==> config.mk <==
export PLATFORM = sky130hd
export DESIGN_NAME = key_click_classifier_unit
export DESIGN_NICKNAME = d
export VERILOG_FILES = /design/src/kcc_pkg.sv /design/src/key_click_classifier_unit.sv
export SDC_FILE = /design/constraint.sdc
export NUM_CORES = 1
export LEC_CHECK = 0
export BUFFER_PORTS_ARGS = -buffer_cell sky130_fd_sc_hd__buf_2
export CAP_MARGIN = 40
export CORE_ASPECT_RATIO = 0.6
export CORE_UTILIZATION = 30
export DETAILED_ROUTE_END_ITERATION = 6
export GPL_ROUTABILITY_DRIVEN = 0
export RECOVER_POWER = 100
export SLEW_MARGIN = 20
export SYNTH_ARGS = -nofsm -noshare
export SYNTH_HDL_FRONTEND = slang
export SYNTH_SLANG_ARGS = --single-unit
==> constraint.sdc <==
create_clock -name clk -period 4.1 [get_ports clk]
set_input_delay 0.82 -clock clk [delete_from_list [all_inputs] [get_ports clk]]
set_output_delay 0.82 -clock clk [all_outputs]
set_load 0.02 [all_outputs]
==> src/kcc_pkg.sv <==
// ----------------------------------------------------------------------------
// kcc_pkg: shared types and constants for the key click classifier
// Phase encoding, register indexes, reset values and stream widths.
// ----------------------------------------------------------------------------
package kcc_pkg;

  localparam int unsigned COUNT_WIDTH_DEFAULT = 16;

  localparam int unsigned WINDOW_WIDTH    = 8;
  localparam int unsigned THRESHOLD_WIDTH = 16;
  localparam int unsigned GAP_WIDTH       = 9;
  localparam int unsigned HELD_WIDTH      = 16;
  localparam int unsigned TOTAL_WIDTH     = 16;

  localparam int unsigned CFG_ADDR_WIDTH = 1;
  localparam int unsigned CFG_DATA_WIDTH = 16;

  localparam logic [CFG_ADDR_WIDTH-1:0] REG_DOUBLE_WINDOW   = 1'd0;
  localparam logic [CFG_ADDR_WIDTH-1:0] REG_LONG_THRESHOLD  = 1'd1;

  localparam logic [WINDOW_WIDTH-1:0]    WINDOW_RESET    = 8'd20;
  localparam logic [THRESHOLD_WIDTH-1:0] THRESHOLD_RESET = 16'd100;

  localparam logic [HELD_WIDTH-1:0] HELD_MAX = {HELD_WIDTH{1'b1}};

  // s side: key_released in bit 0
  localparam int unsigned S_TDATA_WIDTH = 8;
  // m side: four flags and three totals, padded to whole bytes
  localparam int unsigned M_PAYLOAD_WIDTH = 4 + 3 * TOTAL_WIDTH;
  localparam int unsigned M_TDATA_WIDTH   = ((M_PAYLOAD_WIDTH + 7) / 8) * 8;

  typedef enum logic [1:0] {
    PH_IDLE  = 2'd0,
    PH_FIRST = 2'd1,
    PH_HELD  = 2'd2
  } phase_t;

endpackage

==> src/key_click_classifier_unit.sv <==
// ----------------------------------------------------------------------------
// key_click_classifier_unit: single, double and long press detector
// Classifies one active-low key sample per item and counts each event kind.
// ----------------------------------------------------------------------------
// Usage:
//   s_axis carries one key sample per item (tdata bit 0 = key_released,
//   1 released, 0 pressed). Each accepted item yields exactly one m_axis
//   item with the raw pressed level, three one-item event pulses (single,
//   long, double) and the three wrapping event totals.
//   The result item is registered and is valid in the cycle after its
//   sample is accepted. Throughput is one item per cycle while results are
//   taken; the whole tracker update sits between the state and result registers.
//   When the receiver stalls, the result register holds its item and
//   s_axis_tready drops until it is taken; no item is lost or repeated.
//   cfg_we/cfg_addr/cfg_wdata write double_click_window (index 0, 8 bit)
//   and long_press_threshold (index 1, 16 bit); write only while idle.
//   Reset (rst, synchronous) clears the tracker, the totals and the result
//   valid flag, and restores the window to 20 and the threshold to 100.
// ----------------------------------------------------------------------------
module key_click_classifier_unit #(
  parameter int unsigned COUNT_WIDTH = kcc_pkg::COUNT_WIDTH_DEFAULT
) (
  input  logic                                clk,
  input  logic                                rst,
  input  logic                                s_axis_tvalid,
  output logic                                s_axis_tready,
  // [0] key_released, [7:1] zero
  input  logic [kcc_pkg::S_TDATA_WIDTH-1:0]   s_axis_tdata,
  output logic                                m_axis_tvalid,
  input  logic                                m_axis_tready,
  // [0] pressed_now, [1] single_click, [2] long_press, [3] double_click,
  // [19:4] single_total, [35:20] long_total, [51:36] double_total, [55:52] zero
  output logic [kcc_pkg::M_TDATA_WIDTH-1:0]   m_axis_tdata,
  input  logic                                cfg_we,
  input  logic [kcc_pkg::CFG_ADDR_WIDTH-1:0]  cfg_addr,
  input  logic [kcc_pkg::CFG_DATA_WIDTH-1:0]  cfg_wdata
);
  import kcc_pkg::*;

  logic [WINDOW_WIDTH-1:0]    double_click_window;
  logic [THRESHOLD_WIDTH-1:0] long_press_threshold;

  phase_t                 scan_phase, scan_phase_next;
  logic [HELD_WIDTH-1:0]  held_ticks, held_ticks_next;
  logic [GAP_WIDTH-1:0]   gap_ticks, gap_ticks_next;
  logic                   gap_open, gap_open_next;
  logic                   single_pending, single_pending_next;
  logic                   second_press, second_press_next;

  logic [COUNT_WIDTH-1:0] single_count, single_count_next;
  logic [COUNT_WIDTH-1:0] long_count, long_count_next;
  logic [COUNT_WIDTH-1:0] double_count, double_count_next;

  logic released;
  logic hit_single, hit_long, hit_double;
  logic accept;

  logic                   out_pressed, out_single, out_long, out_double;
  logic [TOTAL_WIDTH-1:0] out_single_total, out_long_total, out_double_total;

  assign released      = s_axis_tdata[0];
  assign s_axis_tready = !m_axis_tvalid || m_axis_tready;
  assign accept        = s_axis_tvalid && s_axis_tready;

  // configuration registers
  always_ff @(posedge clk) begin
    if (rst) begin
      double_click_window  <= WINDOW_RESET;
      long_press_threshold <= THRESHOLD_RESET;
    end else if (cfg_we) begin
      case (cfg_addr)
        REG_DOUBLE_WINDOW:  double_click_window  <= cfg_wdata[WINDOW_WIDTH-1:0];
        REG_LONG_THRESHOLD: long_press_threshold <= cfg_wdata[THRESHOLD_WIDTH-1:0];
        default: ;
      endcase
    end
  end

  // tracker update for one sample
  always_comb begin
    logic [GAP_WIDTH-1:0]  gap_inc;
    logic [HELD_WIDTH-1:0] held_inc;

    scan_phase_next     = scan_phase;
    held_ticks_next     = held_ticks;
    gap_ticks_next      = gap_ticks;
    gap_open_next       = gap_open;
    single_pending_next = single_pending;
    second_press_next   = second_press;
    hit_single          = 1'b0;
    hit_long            = 1'b0;
    hit_double          = 1'b0;

    // advance the gap window; on expiry flush a waiting single click
    gap_inc = gap_ticks + GAP_WIDTH'(1);
    if (gap_open) begin
      gap_ticks_next = gap_inc;
      if (gap_inc > {1'b0, double_click_window}) begin
        hit_single          = single_pending;
        single_pending_next = 1'b0;
        gap_open_next       = 1'b0;
        gap_ticks_next      = '0;
      end
    end

    held_inc = (held_ticks != HELD_MAX) ? held_ticks + HELD_WIDTH'(1) : held_ticks;

    case (scan_phase)
      PH_FIRST: begin
        if (!released) begin
          // gap still open here means it is within the window
          if (gap_open_next) begin
            second_press_next   = 1'b1;
            single_pending_next = 1'b0;
          end else begin
            second_press_next = 1'b0;
          end
          scan_phase_next = PH_HELD;
        end else begin
          scan_phase_next = PH_IDLE;
        end
      end
      PH_HELD: begin
        held_ticks_next = held_inc;
        if (released) begin
          if (!second_press) begin
            if (held_inc > long_press_threshold) begin
              hit_long = 1'b1;
            end else begin
              single_pending_next = 1'b1;
            end
          end else begin
            hit_double = 1'b1;
          end
          scan_phase_next = PH_IDLE;
          held_ticks_next = '0;
          gap_open_next   = 1'b1;
        end
      end
      default: begin
        scan_phase_next = released ? PH_IDLE : PH_FIRST;
      end
    endcase

    single_count_next = hit_single ? single_count + COUNT_WIDTH'(1) : single_count;
    long_count_next   = hit_long   ? long_count   + COUNT_WIDTH'(1) : long_count;
    double_count_next = hit_double ? double_count + COUNT_WIDTH'(1) : double_count;
  end

  always_ff @(posedge clk) begin
    if (rst) begin
      scan_phase     <= PH_IDLE;
      held_ticks     <= '0;
      gap_ticks      <= '0;
      gap_open       <= 1'b0;
      single_pending <= 1'b0;
      second_press   <= 1'b0;
      single_count   <= '0;
      long_count     <= '0;
      double_count   <= '0;
    end else if (accept) begin
      scan_phase     <= scan_phase_next;
      held_ticks     <= held_ticks_next;
      gap_ticks      <= gap_ticks_next;
      gap_open       <= gap_open_next;
      single_pending <= single_pending_next;
      second_press   <= second_press_next;
      single_count   <= single_count_next;
      long_count     <= long_count_next;
      double_count   <= double_count_next;
    end
  end

  // result register
  always_ff @(posedge clk) begin
    if (rst) begin
      m_axis_tvalid <= 1'b0;
    end else if (accept) begin
      m_axis_tvalid <= 1'b1;
    end else if (m_axis_tready) begin
      m_axis_tvalid <= 1'b0;
    end
  end

  always_ff @(posedge clk) begin
    if (accept) begin
      out_pressed      <= !released;
      out_single       <= hit_single;
      out_long         <= hit_long;
      out_double       <= hit_double;
      out_single_total <= TOTAL_WIDTH'(single_count_next);
      out_long_total   <= TOTAL_WIDTH'(long_count_next);
      out_double_total <= TOTAL_WIDTH'(double_count_next);
    end
  end

  assign m_axis_tdata = {
    {(M_TDATA_WIDTH - M_PAYLOAD_WIDTH){1'b0}},
    out_double_total, out_long_total, out_single_total,
    out_double, out_long, out_single, out_pressed
  };

`ifndef SYNTHESIS
  a_result_follows: assert property (@(posedge clk) disable iff (rst)
    accept |=> m_axis_tvalid)
    else $error("accepted item did not produce a result");

  a_held_only_when_held: assert property (@(posedge clk) disable iff (rst)
    (held_ticks != '0) |-> (scan_phase == PH_HELD))
    else $error("held count nonzero outside held phase");

  a_gap_only_when_open: assert property (@(posedge clk) disable iff (rst)
    (gap_ticks != '0) |-> gap_open)
    else $error("gap count running with window closed");

  a_release_events: assert property (@(posedge clk) disable iff (rst)
    (m_axis_tvalid && (out_long || out_double)) |-> !out_pressed)
    else $error("long or double event on a pressed sample");
`endif

endmodule
Yosys cells after proc, flatten, opt, wreduce, memory -nomap -nowiden --
Index checks and enable logic that the tools add are counted.
Storage, ports and cells: register bits after elaboration 155, bits in latches 0, bits in writable memories 0, ROM bits 0, bits of input ports 30, output and inout port bits 58, memories 0
Cells by class: add/subtract/negate cells 5, multiply operators 0, divide/modulo/power cells 0, magnitude comparators 2, equal/unequal tests 4, shift-type cells 0, multiplexer cells 34, bitwise gates (word level) 2, reductions and logical operators 11
Operators by type and width (count):
- $mux 16 | 5
- $add 16x1->16 const B | 4
- $mux 1 | 24
- $gt 16x16->1 | 1
- $ne 16x16->1 const B | 1
- $reduce_and 2->1 | 5
- $add 9x1->9 const B | 1
- $gt 9x8->1 | 1
- $mux 9 | 1
- $mux 2 | 2
- $pmux 2 s2 | 1
- $reduce_and 3->1 | 1
- $eq 2x1->1 const B | 1
- $eq 2x2->1 const B | 1
- $logic_not 1->1 | 2
- $ne 2x2->1 const B | 1
- $not 1->1 | 2
- $pmux 1 s2 | 1
- $reduce_bool 2->1 | 1
- $logic_and 1x1->1 | 1
- $logic_or 1x1->1 | 1

Logic depth before layout (Yosys ltp) --
Gate-level depths: netlist of run 1.
depth after elaboration 8, depth in mapped cells 16, mapped depth without buffers 13

Least setup slack after synthesis of run 1 --
Ideal clock, no wire load.
path type input-to-reg, from input m_axis_tready, to register scan_phase[1], library setup time 128 ps, arrival time 3712 ps, required time 3972 ps, slack 260 ps, cell stages on the path 7, path buffers 1, cell sequence nand2b_1 > nand2_1 > inv_1 > buf_1 > o21ai_0 > a22oi_1 > nor2_1
Between the ends: word-level cells in the longest chain between the ends 3
RTL lines:
- start, declared | line key_click_classifier_unit.sv:30 | input logic m_axis_tready,
- $logic_or 1x1->1 | line key_click_classifier_unit.sv:62 | assign s_axis_tready = !m_axis_tvalid || m_axis_tready;
- $logic_and 1x1->1 | line key_click_classifier_unit.sv:63 | assign accept = s_axis_tvalid && s_axis_tready;
- via accept | line key_click_classifier_unit.sv:56 | logic accept;
- $reduce_and 2->1 (no line)
- end signal, assigned | line key_click_classifier_unit.sv:162 | scan_phase <= scan_phase_next;
- end, declared | line key_click_classifier_unit.sv:43 | phase_t scan_phase, scan_phase_next;
The timed path passes the listed nets, and every way through them passes these cells. A chain may end at the register's enable or synchronous reset.

Final worst setup path of run 1 --
from register held_ticks[0], to register single_pending
Between the ends: word-level cells in the longest chain between the ends 7, elaborated cells on any way between the ends 8
RTL lines:
- start, declared | line key_click_classifier_unit.sv:44 | logic [HELD_WIDTH-1:0] held_ticks, held_ticks_next;
- start signal, assigned | line key_click_classifier_unit.sv:163 | held_ticks <= held_ticks_next;
- $add 16x1->16 / $ne 16x16->1 (equally long branches) | line key_click_classifier_unit.sv:106 | held_inc = (held_ticks != HELD_MAX) ? held_ticks + HELD_WIDTH'(1) : held_ticks;
- $mux 16 (*) | line key_click_classifier_unit.sv:106
- $gt 16x16->1 (*) | line key_click_classifier_unit.sv:127 | if (held_inc > long_press_threshold) begin
- $mux 1 (*) | line key_click_classifier_unit.sv:127
- $mux 1 (*) | line key_click_classifier_unit.sv:126 | if (!second_press) begin
- $mux 1 (*) | line key_click_classifier_unit.sv:125 | if (released) begin
- $pmux 1 s2 (*) | line key_click_classifier_unit.sv:108 | case (scan_phase)
- end signal, assigned | line key_click_classifier_unit.sv:166 | single_pending <= single_pending_next;
- end, declared | line key_click_classifier_unit.sv:47 | logic single_pending, single_pending_next;
Mark *: on every way between the ends. The rest lies on a longest branch, timed or not.

==> results of run 1 <==
cell usage in the layout (no fill, tap or decap), types with 3 or more instances in the layout:
master,Yosys,routed
sky130_fd_sc_hd__o31ai_1,7,7
sky130_fd_sc_hd__or4_1,6,6
sky130_fd_sc_hd__buf_4,9,6
sky130_fd_sc_hd__clkinvlp_4,0,3
sky130_fd_sc_hd__a21boi_0,3,3
sky130_fd_sc_hd__and3_1,16,16
sky130_fd_sc_hd__nand4_1,23,23
sky130_fd_sc_hd__nand2_1,108,108
sky130_fd_sc_hd__o211ai_1,8,8
sky130_fd_sc_hd__a31oi_1,9,9
sky130_fd_sc_hd__nand2b_1,4,4
sky130_fd_sc_hd__a22oi_1,5,5
sky130_fd_sc_hd__inv_1,35,35
sky130_fd_sc_hd__nor2b_1,8,8
sky130_fd_sc_hd__mux2_2,11,10
sky130_fd_sc_hd__conb_1,1,4
sky130_fd_sc_hd__o21ai_0,17,17
sky130_fd_sc_hd__nor3_1,31,31
sky130_fd_sc_hd__xor2_1,34,34
sky130_fd_sc_hd__clkbuf_16,0,17
sky130_fd_sc_hd__clkbuf_1,28,64
sky130_fd_sc_hd__xnor2_1,55,55
sky130_fd_sc_hd__and4_1,5,5
sky130_fd_sc_hd__and2_1,4,4
sky130_fd_sc_hd__buf_2,10,20
sky130_fd_sc_hd__or3_1,10,10
sky130_fd_sc_hd__ha_1,31,31
sky130_fd_sc_hd__nor2_1,74,74
sky130_fd_sc_hd__nor3b_1,3,3
sky130_fd_sc_hd__nand3b_1,3,3
sky130_fd_sc_hd__a21oi_1,68,68
sky130_fd_sc_hd__clkinv_4,0,3
sky130_fd_sc_hd__nor4_1,9,8
sky130_fd_sc_hd__dfxtp_1,103,103
sky130_fd_sc_hd__edfxtp_1,52,52
sky130_fd_sc_hd__nand3_1,47,47
critical path: stages (launching register included):
cell and delay [ps]:
sky130_fd_sc_hd__dfxtp_1 480, sky130_fd_sc_hd__ha_1 290, sky130_fd_sc_hd__nand3_1 170, sky130_fd_sc_hd__or4_4 610
sky130_fd_sc_hd__mux2_2 320, sky130_fd_sc_hd__ha_1 290, sky130_fd_sc_hd__nor2b_1 140, sky130_fd_sc_hd__o211a_1 200
sky130_fd_sc_hd__o211ai_1 360, sky130_fd_sc_hd__nand3_1 170, sky130_fd_sc_hd__buf_4 210, sky130_fd_sc_hd__a2111o_1 450
sky130_fd_sc_hd__o21ai_0 100
logic make-up after synthesis:
family                     synth area share [%]
other                                    0.0473
xor gates and xnor gates                   9.84
DFF                                        45.7
AOI/OAI and AO/OA                          10.7
muxes                                      1.69
adders and majority gates                  4.90
buffers and inverters                      4.96
and+or+nand+nor                            22.1
cell type report:
| class | instances | area [um2] |
|---|---|---|
| Sequential cell | 155 | 3620 |
| Antenna cell | 2 | 5.00 |
| Clock inverter | 11 | 123 |
| Clock buffer | 21 | 440 |
| Inverter | 36 | 135 |
| Tap cell | 352 | 440 |
| Timing Repair Buffer | 88 | 395 |
| Multi-Input combinational cell | 634 | 3920 |
| Fill cell | 2636 | 16500 |
routing by layer:
metal / wire [um] / vias up / global-route usage (%)
met1: 9980 / 3013 / 21.4
met2: 7450 / 168 / 19.7
met5: 0 / - / 0
li1: - / 3194 / -
met3: 1220 / 20 / 4.36
met4: 221 / 0 / 5.03
power by group through the flow:
stage          combinational, W  sequential (W)  clock (W)
2_1_floorplan          0.000125         0.00171          0
3_3_place_gp           0.000223         0.00168          0
3_5_place_dp           0.000226         0.00168          0
4_1_cts                0.000226         0.00165    0.00159
5_1_grt                0.000239         0.00165    0.00166
6_report               0.000215         0.00165    0.00155
metrics by stage:
| step | power [W] | utilization [%] | hold slack, ps |
|---|---|---|---|
| floorplan | 0.00183 | - | 436 |
| global placement | 0.00190 | 33.6 | 444 |
| detailed placement | 0.00191 | 33.6 | 450 |
| CTS | 0.00346 | 35.8 | 458 |
| global route | 0.00355 | 35.5 | 477 |
| finish | 0.00342 | 35.5 | 456 |
worst max path at each step:
stage	startpoint	end	slack, ps	cells after the start
2_1_floorplan	m_axis_tready	scan_phase[1]	260	7
3_3_place_gp	held_ticks[0]	long_count[10]	360	13
3_5_place_dp	held_ticks[0]	long_count[10]	280	13
4_1_cts	held_ticks[0]	long_count[10]	250	13
5_1_grt	held_ticks[0]	long_count[10]	8	13
6_report	held_ticks[0]	single_pending	210	12
flip-flops by register name, summed over array words and instances, names as in the netlist:
signal / cells
out_single_total: 16
double_click_window: 8
single_pending: 1
out_long: 1
held_ticks: 16
long_press_threshold: 16
out_double_total: 16
single_count: 16
scan_phase: 2
out_double: 1
long_count: 16
double_count: 16
m_axis_tvalid: 1
out_long_total: 16
out_single: 1
out_pressed: 1
second_press: 1
gap_ticks: 9
gap_open: 1
==> flow_results.org, run 1 <==
** Status
- Run status :: finished, violations left
- The checks that failed: capacitance limit, slew limit.

** Power
- Net load switching power :: 0.000839 W
- Peak supply drop :: 0.222 mV
- Per report_power, the combinational group accounts for 6.3% of the total.
- Power spread over the standard cell area amounts to 376 nW/um2.
- LEAKAGE :: 3.28 nW
- The internal power of the cells totals 0.00258 W.
- Of the total power, registers draw 48.2%.
- Net switching is 24.6% of the power.
- The clock network accounts for 45.5% of the total power.

** Finish
- Area delta synth->final :: 14.7%
- In the final layout, the share of cells above drive strength 1 is 7.94%.
- For this run, the number of standard cells in the final layout without fillers is 1299.
- The final layout contains 993 nets.
- Final Instance Area :: 9090 um2

** Placement
- The count of buffers added on input and output ports is 76.
- The number of placed instances, taps included, is 1265.
- Half-perimeter wire length after placement :: 13200 um
- Worst slack, placed :: 284 ps
- Post-Place Cell Area :: 8600 um2

** Clock network
- The longest clock path from root to sink contains 2 buffers.
- Post-CTS timing repair inserted 0 buffers for setup.
- The number of clock buffers added by TritonCTS is 17.
- For this design, the sink count on the clock tree is 155.
- Cell at the root of the clock tree :: sky130_fd_sc_hd__clkbuf_16
- Once the clock tree was built, the resizer swapped 0 gates to a different size.
- The later pin in the worst-skew pair is clocked with a latency of 440 ps.
- Deepest level of the CTS H-tree :: 4
- Clock tree from TritonCTS :: built
- Clock-pin slew was measured on the worst setup and hold paths at 70 ps.
- The number of hold buffers added after CTS was 0.

** Die
- From bottom edge to top edge, the die measures 128 um.
- I/O pin cnt :: 88
- The die covers 27100 um2.
- Starting Density :: 30.9%
- DIE WIDTH :: 212 um
- Total core area :: 25600 um2
- FP Rows :: 45

** Job
- Max-cap violations in this run came to 3.

** Hold path
- Hold path startpoint :: long_press_threshold[11]
- Min-Delay Path Class :: reg -> reg
- The worst hold path passes through 2 cells.
- The path with the worst hold slack has its endpoint at long_press_threshold[11].

** Global routing
- The via count of the first global-routing pass was 5790.
- Pin count of the biggest net entering global routing :: 36
- The first global-routing pass estimated 30400 um of wire.
- In the global route stage, overall resource usage came out at 14.5%.
- Number of antenna violations at the first check in global routing :: 2
- Leftover overflow at the end of global routing :: 0

** Timing
- Fin worst setup slack :: 211 ps
- Share of the cycle needed by the critical path after routing :: 94.8%
- For the pin with the worst max-slew slack, the measured transition is 1730 ps.
- Final setup violation count :: 0
- Number of pins with negative max-slew slack in the final report :: 63
- Hold Vio Cnt, Final :: 0
- In this run the tightest slew margin relative to its limit is -15.7%.
- For the final routed database, the setup TNS stands at 0 ps.
- Min Tclk post-route :: 3890 ps
- Setup repair after global routing left no endpoint under its margin.
- Derived from the worst setup path, the maximum achievable clock frequency is 257 MHz.
- Clock skew on the completed layout was measured at 9.76 ps.

** Synth
- Part of the Yosys area used for sequential elements :: 45.7%
- Leading cell types by total area after synthesis :: sky130_fd_sc_hd__dfxtp_1, sky130_fd_sc_hd__edfxtp_1, sky130_fd_sc_hd__xnor2_1
- In the post-synthesis netlist, the cell with the most instances is sky130_fd_sc_hd__nand2_1.
- Most used flip-flop cell after synthesis :: sky130_fd_sc_hd__dfxtp_1
- Summing every instance area after synthesis gives 7920 um2.
- Async set-reset flop share out of synthesis :: 0%
- Synthesis produced a netlist whose cell count is 876.
- In this run, synthesis inferred 52 flip-flops with an integrated enable.
- Warnings from Yosys :: 0
- The synthesized design spends more area on one cell type than any other, namely sky130_fd_sc_hd__dfxtp_1.
- Synthesis instantiated 59 different standard cells from the library.
- Syn avg cell area :: 9.04 um2
- Flip-flop and latch count after synthesis :: 155
- Commonest cells in the synthesized netlist :: sky130_fd_sc_hd__nand2_1, sky130_fd_sc_hd__dfxtp_1, sky130_fd_sc_hd__nor2_1, sky130_fd_sc_hd__a21oi_1, sky130_fd_sc_hd__xnor2_1
- After synthesis, the largest area contributor takes up 26.0% of total cell area.

** Critical path
- Of all nets on the critical path, the largest fanout is 11.
- At the worst endpoint, the arrival time is 4240 ps.
- Cell depth of the worst flop-to-flop path :: 12
- Setup slack on the worst reg-to-reg path comes out at 210 ps.
- Worst reg2reg endpoint :: single_pending
- STA classifies the critical path endpoint as a flop.
- R2r startpoint :: held_ticks[0]
- Data required time of the critical path :: 4450 ps
- CP startpoint kind :: flop
- WS Path Type :: reg -> reg

** Drt
- Average wire per cell in the routed design :: 14.5 um
- Residual DRC count :: 0
- Dividing the detail-routed via count by the number of cells gives 4.92.
- Residual antenna-violating net count after detailed routing :: 0
- Count of routing violations after the opening detailed-route iteration :: 479
- Total wire length after detailed routing :: 18900 um
- The first detailed-routing pass ran for 5 iterations.
- Total number of vias :: 6395
Power figures use the tool's default switching activity.
==> inputs of run 2 (changes only) <==
--- a/config.mk
+++ b/config.mk
@@ -7,7 +7,6 @@
 export LEC_CHECK = 0
 export BUFFER_PORTS_ARGS = -buffer_cell sky130_fd_sc_hd__buf_2
 export CAP_MARGIN = 40
-export CORE_ASPECT_RATIO = 0.6
 export CORE_UTILIZATION = 30
 export DETAILED_ROUTE_END_ITERATION = 6
 export GPL_ROUTABILITY_DRIVEN = 0
==> flow_results.org, run 2 (synthesis results as in run 1) <==
** Status
- Run status :: finished, violations left (unchanged)
- Violated checks :: DRC (was capacitance limit, slew limit)

** Clock network
- The clock-pin slew reported for the worst setup and hold paths after clock tree synthesis came to 60 ps (was 70 ps).
- Cell at the root of the clock tree :: sky130_fd_sc_hd__clkbuf_16 (unchanged)
- The TritonCTS clock tree was built (unchanged).
- The H-tree depth reported by CTS came to 4 (unchanged).
- The worst-case clock buffer depth came to 2 (unchanged).
- Clock tree sinks :: 155 (unchanged)
- Number of buffers inserted during clock tree synthesis :: 17 (unchanged)
- Clock latency on the worst-skew pair :: 420 ps (was 440 ps)

** Power
- Power density cells :: 378 nW/um2 (was 376 nW/um2)
- The static power due to leakage was 3.31 nW (was 3.28 nW).
- Sequential power share :: 47.7% (was 48.2%)
- The portion of total power attributed to the clock network came to 46.2% (was 45.5%).
- Net load switching power :: 0.000843 W (was 0.000839 W)
- Peak supply drop :: 0.293 mV (was 0.222 mV)
- The switching fraction of total power is 24.4% (was 24.6%).
- Int Pwr :: 0.00261 W (was 0.00258 W)
- The power after layout is 0.00345 W (was 0.00342 W).
- Part of the total power dissipated in combinational logic :: 6.1% (was 6.3%)

** Drt
- Average wire per cell in the routed design :: 13.8 um (was 14.5 um)
- The vias after detailed routing came to 6301 (was 6395).
- Via count normalized by instance count :: 4.89 (was 4.92)
- The residual antenna-violating net count after detailed routing came to 0 (unchanged).
- Count of routing violations after the opening detailed-route iteration :: 457 (was 479)
- Total wire length after detailed routing :: 17900 um (was 18900 um)
- The iteration count of the initial detailed-routing pass was 7 (was 5).
- The DRC violations left came to 4 (was 0).

** Die
- Die area :: 27100 um2 (about the same)
- FP Rows :: 59 (was 45)
- The die extent in x is 165 um (was 212 um).
- I/O pin cnt :: 88 (unchanged)
- The starting density of the core is 30.5% (was 30.9%).
- The core area was 26000 um2 (was 25600 um2).
- Vert. Die Dim :: 165 um (was 128 um)

** Critical path
- WS Path Type :: reg -> reg (unchanged)
- Data arrival time of the critical path :: 4190 ps (was 4240 ps)
- The type of element capturing the critical path is a flop (unchanged).
- The total stage count of the critical path came to 12 (unchanged).
- Slack of the worst reg-to-reg path :: 260 ps (was 210 ps)
- R2r startpoint :: held_ticks[6] (was held_ticks[0])
- Slowest library cell on the worst path :: sky130_fd_sc_hd__or4_4 (unchanged)
- The critical path's largest stage delay came to 550 ps (was 610 ps).
- The capture point of the worst reg-to-reg path was single_pending (unchanged).
- The path depth of the worst reg2reg path is 12 (unchanged).
- The worst setup path endpoint was single_pending (unchanged).
- Critical path peak fanout :: 11 (unchanged)
- Cell type group with the largest total delay on the critical path :: simple AND/OR/NAND/NOR gates (was compound AO/OA/AOI/OAI gates)
- The data required time at the worst endpoint is 4450 ps (about the same).
- Critical Path, Cell by Cell: and3_1, nand3_1, or4_4, mux2_2, ha_1, nor2b_1, o211a_1, o211ai_1, nand3_1, clkbuf_1, a2111o_1, o21ai_0 (was ha_1, nand3_1, or4_4, mux2_2, ha_1, nor2b_1, o211a_1, o211ai_1, nand3_1, buf_4, a2111o_1, o21ai_0).
- Count of buffering cells on the critical path with inverters included :: 1 (unchanged)
- The startpoint of the worst setup timing path was held_ticks[6] (was held_ticks[0]).
- The startpoint kind of the worst setup timing path is a flop (unchanged).
- Most common cell type on the critical path :: sky130_fd_sc_hd__nand3_1

** Finish
- The layout cell share with drive strength beyond 1 is 8.62% (was 7.94%).
- The synthesis-to-layout area growth came to 15.3% (was 14.7%).
- Post-Route Utilization :: 35.1% (was 35.5%)
- The total number of nets in the final design was 999 (was 993).
- The commonest non-fill, non-tap cell in the layout is sky130_fd_sc_hd__nand2_1 (unchanged).
- Highest-count cells in the layout ignoring fill and taps: sky130_fd_sc_hd__nand2_1, sky130_fd_sc_hd__dfxtp_1, sky130_fd_sc_hd__nor2_1 (unchanged).

** Timing
- Post-Route Skew :: 9.19 ps (was 9.76 ps)
- Hold Vio Cnt, Final :: 0 (unchanged)
- Fin worst setup slack :: 256 ps (was 211 ps)
- The worst hold margin was 453 ps (was 456 ps).
- Worst slew slack as a fraction of its limit :: 22.4% (was -15.7%)
- The number of pins exceeding their max-slew limit in the final report came to 0 (was 63).
- The post-route fraction of the period consumed by the critical path came to 93.8% (was 94.8%).
- Unrepaired setup endpoints after global routing :: no (unchanged)
- The slew at the pin closest to its max-slew limit was 1160 ps (was 1730 ps).
- Final setup violation count :: 0 (unchanged)
- The final critical path time including I/O delays and setup is 3840 ps (was 3890 ps).
- Max Clk Rate :: 260 MHz (was 257 MHz)
- The total negative slack came to 0 ps (unchanged).

** Placement
- Buffers added on ports :: 76 (unchanged)
- Half-perimeter wire length after placement :: 12400 um (was 13200 um)
- Worst slack, placed :: 270 ps (was 284 ps)

** Global routing
- The pin count of the biggest net entering global routing was 60 (was 36).
- Number of antenna violations at the first check in global routing :: 3 (was 2)
- Leftover overflow at the end of global routing :: 0 (unchanged)
- The total track usage is 13.5% (was 14.5%).
- The global-route wire length before repair was 29100 um (was 30400 um).
- The via count of the first global-routing pass is 5814 (was 5790).

** Hold path
- Min-Delay Path Class :: reg -> reg (unchanged)
- The launch point of the worst hold path was long_press_threshold[4] (was long_press_threshold[11]).

** Job
- The number of max-cap violations is 0 (was 3).
run 2: per-stage QoR:
stage | cells | cell area, um2
floorplan | 879 | 7930
global placement | 1253 | 8600
detailed placement | 1253 | 8600
CTS | 1285 | 9200
global route | 1287 | 9130
finish | 1289 | 9130
run 2: worst min path at each step:
stage / endpoint / slack [ps] / depth (start not counted)
3_3_place_gp: long_press_threshold[1] / 440 / 2
4_1_cts: long_press_threshold[4] / 460 / 2
6_report: long_press_threshold[4] / 450 / 2
5_1_grt: long_press_threshold[0] / 480 / 2
2_1_floorplan: double_click_window[1] / 440 / 2
3_5_place_dp: long_press_threshold[4] / 450 / 2
run 2: timing repair:
| item | in CTS | in global routing |
|---|---|---|
| setup buffers | 0 | 1 |
| resized for setup | 0 | 3 |
| endpoints found under the setup margin | 0 | 6 |
| hold buffers | 0 | 0 |
run 2: worst min-delay path, stage by stage (launching register included):
cell and delay, ps:
sky130_fd_sc_hd__dfxtp_1 310, sky130_fd_sc_hd__nand2_1 50, sky130_fd_sc_hd__a21oi_1 50
run 2: cell type report:
| class | instances | area [um2] |
|---|---|---|
| clock buffers | 18 | 439 |
| multi-input cells | 634 | 3940 |
| well taps | 335 | 419 |
| repair buffers | 94 | 412 |
| clock inverters | 14 | 161 |
| diodes | 3 | 7.51 |
| fillers | 2702 | 16900 |
| flip-flops and latches | 155 | 3620 |
| inverters | 36 | 135 |
run 2: power groups by stage:
stage                     Combinational (W)  Sequential [W]  Clock [W]
after floorplan                    0.000125         0.00171          0
after global placement             0.000221         0.00168          0
after detailed placement           0.000223         0.00168          0
after CTS                          0.000224         0.00165    0.00163
after global routing               0.000235         0.00165    0.00169
final                              0.000210         0.00165    0.00159
run 2: layer usage:
| layer | share of wire, % | up-vias | routed length, um | global-route usage [%] |
|---|---|---|---|---|
| li1 | - | 3208 | - | - |
| met1 | 48 | 2974 | 8490 | 17.6 |
| met2 | 47 | 106 | 8320 | 21.9 |
| met3 | 4.7 | 13 | 837 | 3.37 |
| met4 | 1.1 | 0 | 199 | 3.92 |
| met5 | 0 | - | 0 | 0 |
==> inputs of run 3 (changes only) <==
--- a/config.mk
+++ b/config.mk
@@ -7,9 +7,12 @@
 export LEC_CHECK = 0
 export BUFFER_PORTS_ARGS = -buffer_cell sky130_fd_sc_hd__buf_2
 export CAP_MARGIN = 40
+export CELL_PAD_IN_SITES_DETAIL_PLACEMENT = 1
+export CELL_PAD_IN_SITES_GLOBAL_PLACEMENT = 2
 export CORE_UTILIZATION = 30
 export DETAILED_ROUTE_END_ITERATION = 6
 export GPL_ROUTABILITY_DRIVEN = 0
+export PLACE_DENSITY_LB_ADDON = 0.1
 export RECOVER_POWER = 100
 export SLEW_MARGIN = 20
 export SYNTH_ARGS = -nofsm -noshare
==> flow_results.org, run 3 (synthesis results as in run 1) <==
** Timing
- Share of the cycle needed by the critical path after routing :: 93.5% (was 93.8%)
- Worst slew slack as a fraction of its limit :: -32.0% (was 22.4%)
- Total negative setup slack :: 0 ps (unchanged)
- The final worst-path setup slack was 267 ps (was 256 ps).
- Min Tclk post-route :: 3830 ps (was 3840 ps)
- The maximum clock frequency is 261 MHz (was 260 MHz).
- The slew at the pin closest to its max-slew limit was 1980 ps (was 1160 ps).
- Final setup violation count :: 0 (unchanged)
- Post-Route Skew :: 11.1 ps (was 9.19 ps)
- Hold Vio Cnt, Final :: 0 (unchanged)
- Number of pins with negative max-slew slack in the final report :: 75 (was 0)
- Unrepaired setup endpoints after global routing :: no (unchanged)

** Hold path
- Min-Delay Path Class :: reg -> reg (unchanged)
- Hold path startpoint :: long_press_threshold[11] (was long_press_threshold[4])

** Critical path
- WS Path Type :: reg -> reg (unchanged)
- Type of destination of the critical path :: flop (unchanged)
- R2r startpoint :: held_ticks[2] (was held_ticks[6])
- The startpoint of the worst setup timing path was held_ticks[2] (was held_ticks[6]).
- Data arrival time of the critical path :: 4150 ps (was 4190 ps)
- CP startpoint kind :: flop (unchanged)
- Critical path peak fanout :: 11 (unchanged)
- Data required time of the critical path :: 4410 ps (was 4450 ps)

** Placement
- The post-placement worst setup slack came to 190 ps (was 270 ps).
- DP Cell Count :: 1258 (was 1253)
- Half-perimeter wire length after placement :: 15000 um (was 12400 um)
- Buffers added on ports :: 76 (unchanged)

** Power
- The power density relative to cell area is 391 nW/um2 (was 378 nW/um2).
- The worst voltage drop across the vdd grid was 0.221 mV (was 0.293 mV).
- The power after layout is 0.00360 W (was 0.00345 W).
- The static power due to leakage was 3.36 nW (was 3.31 nW).

** Finish
- Layout cell share with drive strength beyond 1 :: 9.53% (was 8.62%)
- Highest-count cells in the layout ignoring fill and taps: sky130_fd_sc_hd__nand2_1, sky130_fd_sc_hd__dfxtp_1, sky130_fd_sc_hd__nor2_1 (unchanged).
- Sequential Area :: 3620 um2 (about the same)
- The number of filler instances in the final layout was 3065 (was 2702).
- The multi-input gate area in the final layout is 3940 um2 (about the same).
- The synthesis-to-layout area growth came to 16.1% (was 15.3%).
- The total number of nets in the final design came to 1003 (was 999).
- The antenna diode instance count is 0 (was 3).
- The filler-free cell count of the finished design is 1290 (was 1289).
- The commonest non-fill, non-tap cell in the layout is sky130_fd_sc_hd__nand2_1 (unchanged).

** Global routing
- The sum of overflow across all layers after global routing was 0 (unchanged).
- Global routing usage summed across all routing layers :: 15.9% (was 13.5%)
- The initial antenna violation count is 0 (was 3).
- Pin count of the biggest net entering global routing :: 39 (was 60)
- The via count of the first global-routing pass is 6549 (was 5814).
- Global-route wire length before repair :: 33600 um (was 29100 um)

** Clock network
- The worst-case clock buffer depth came to 2 (unchanged).
- The clock insertion delay at the later pin of the skew report was 430 ps (was 420 ps).
- Number of buffers inserted during clock tree synthesis :: 17 (unchanged)
- Number of buffers inserted to repair setup after CTS :: 0 (unchanged)
- The clock net sink count came to 155 (unchanged).
- Clock transition time at the flip-flop clock pins of the worst setup and hold paths :: 70 ps (was 60 ps)
- The clock tree root buffer cell is sky130_fd_sc_hd__clkbuf_16 (unchanged).
- Clock tree from TritonCTS :: built (unchanged)
- The H-tree depth reported by CTS is 4 (unchanged).

** Drt
- The average routed wire per standard cell came to 16.0 um (was 13.8 um).
- Count of routing violations after the opening detailed-route iteration :: 254 (was 457)
- Total wire length after detailed routing :: 20600 um (was 17900 um)
- Residual antenna-violating net count after detailed routing :: 0 (unchanged)
- Via count normalized by instance count :: 4.99 (was 4.89)
- Residual DRC count :: 0 (was 4)
- Number of detailed-routing iterations run before antenna repair :: 4 (was 7)
- The vias after detailed routing is 6438 (was 6301).

** Job
- Maximum Capacitance Violations :: 2 (was 0)

** Die
- I/O pin cnt :: 88 (unchanged)
- Total core area :: 26000 um2 (unchanged)
- DIE WIDTH :: 165 um (unchanged)
- The number of core rows is 59 (unchanged).
- The height of the die was 165 um (unchanged).
- Starting Density :: 30.5% (unchanged)
- The floorplan die area came to 27100 um2 (unchanged).

** Status
- Run status: finished, violations left (unchanged).
- Violated checks: capacitance limit, slew limit (was DRC).
run 3: cell type report:
cell class                      instances  area share (%)
Multi-Input combinational cell        634            42.8
Sequential cell                       155            39.4
Timing Repair Buffer                   98            4.79
Clock buffer                           18            4.77
Tap cell                              335            4.56
Clock inverter                         14            2.19
Inverter                               36            1.47
run 3: final timing paths:
path / to / slack (ps) / cells past startpoint
worst max-delay path: long_count[13] / 270 / 12
worst min-delay path: long_press_threshold[11] / 460 / 2
worst max register to register: long_count[13] / 270 / 12
worst min register to register: long_press_threshold[11] / 460 / 2
run 3: worst max-delay path, stage by stage (launching register included):
cell and delay [ps]:
sky130_fd_sc_hd__dfxtp_1 450, sky130_fd_sc_hd__and3_4 270, sky130_fd_sc_hd__nand3_1 150, sky130_fd_sc_hd__or4_4 600, sky130_fd_sc_hd__and2_4 210, sky130_fd_sc_hd__xor2_1 150
sky130_fd_sc_hd__ha_1 310, sky130_fd_sc_hd__and4_1 210, sky130_fd_sc_hd__nand4bb_1 320, sky130_fd_sc_hd__buf_4 280, sky130_fd_sc_hd__and3_1 270, sky130_fd_sc_hd__nand3_1 140
sky130_fd_sc_hd__mux2_2 340
run 3: metrics by stage:
stage	hold slack, ps	util [%]	cell area, um2
after detailed placement	455	33.3	8640
after CTS	465	35.7	9280
after floorplan	436	-	7930
final	459	35.4	9200
after global routing	487	35.4	9200
after global placement	450	33.3	8640
run 3: power by group:
group          leakage (nW)  switching (W)  internal (W)
combinational          1.69       0.000161     0.0000565
clock                 0.317       0.000723       0.00101
sequential             1.35      0.0000206       0.00163
total                  3.36       0.000905       0.00269
run 3: per-layer routing:
metal	share of wire, %	GRT usage, %	up-vias	wire length [um]
met4	1.6	5.13	0	325
li1	-	-	3200	-
met5	0	0	-	0
met3	2.5	2.94	22	520
met2	49	27.5	74	10100
met1	47	19.8	3142	9690
run 3: timing repair:
action,in CTS,in global routing
gates resized for setup,0,7
setup endpoints to repair,0,3
hold buffers,0,0
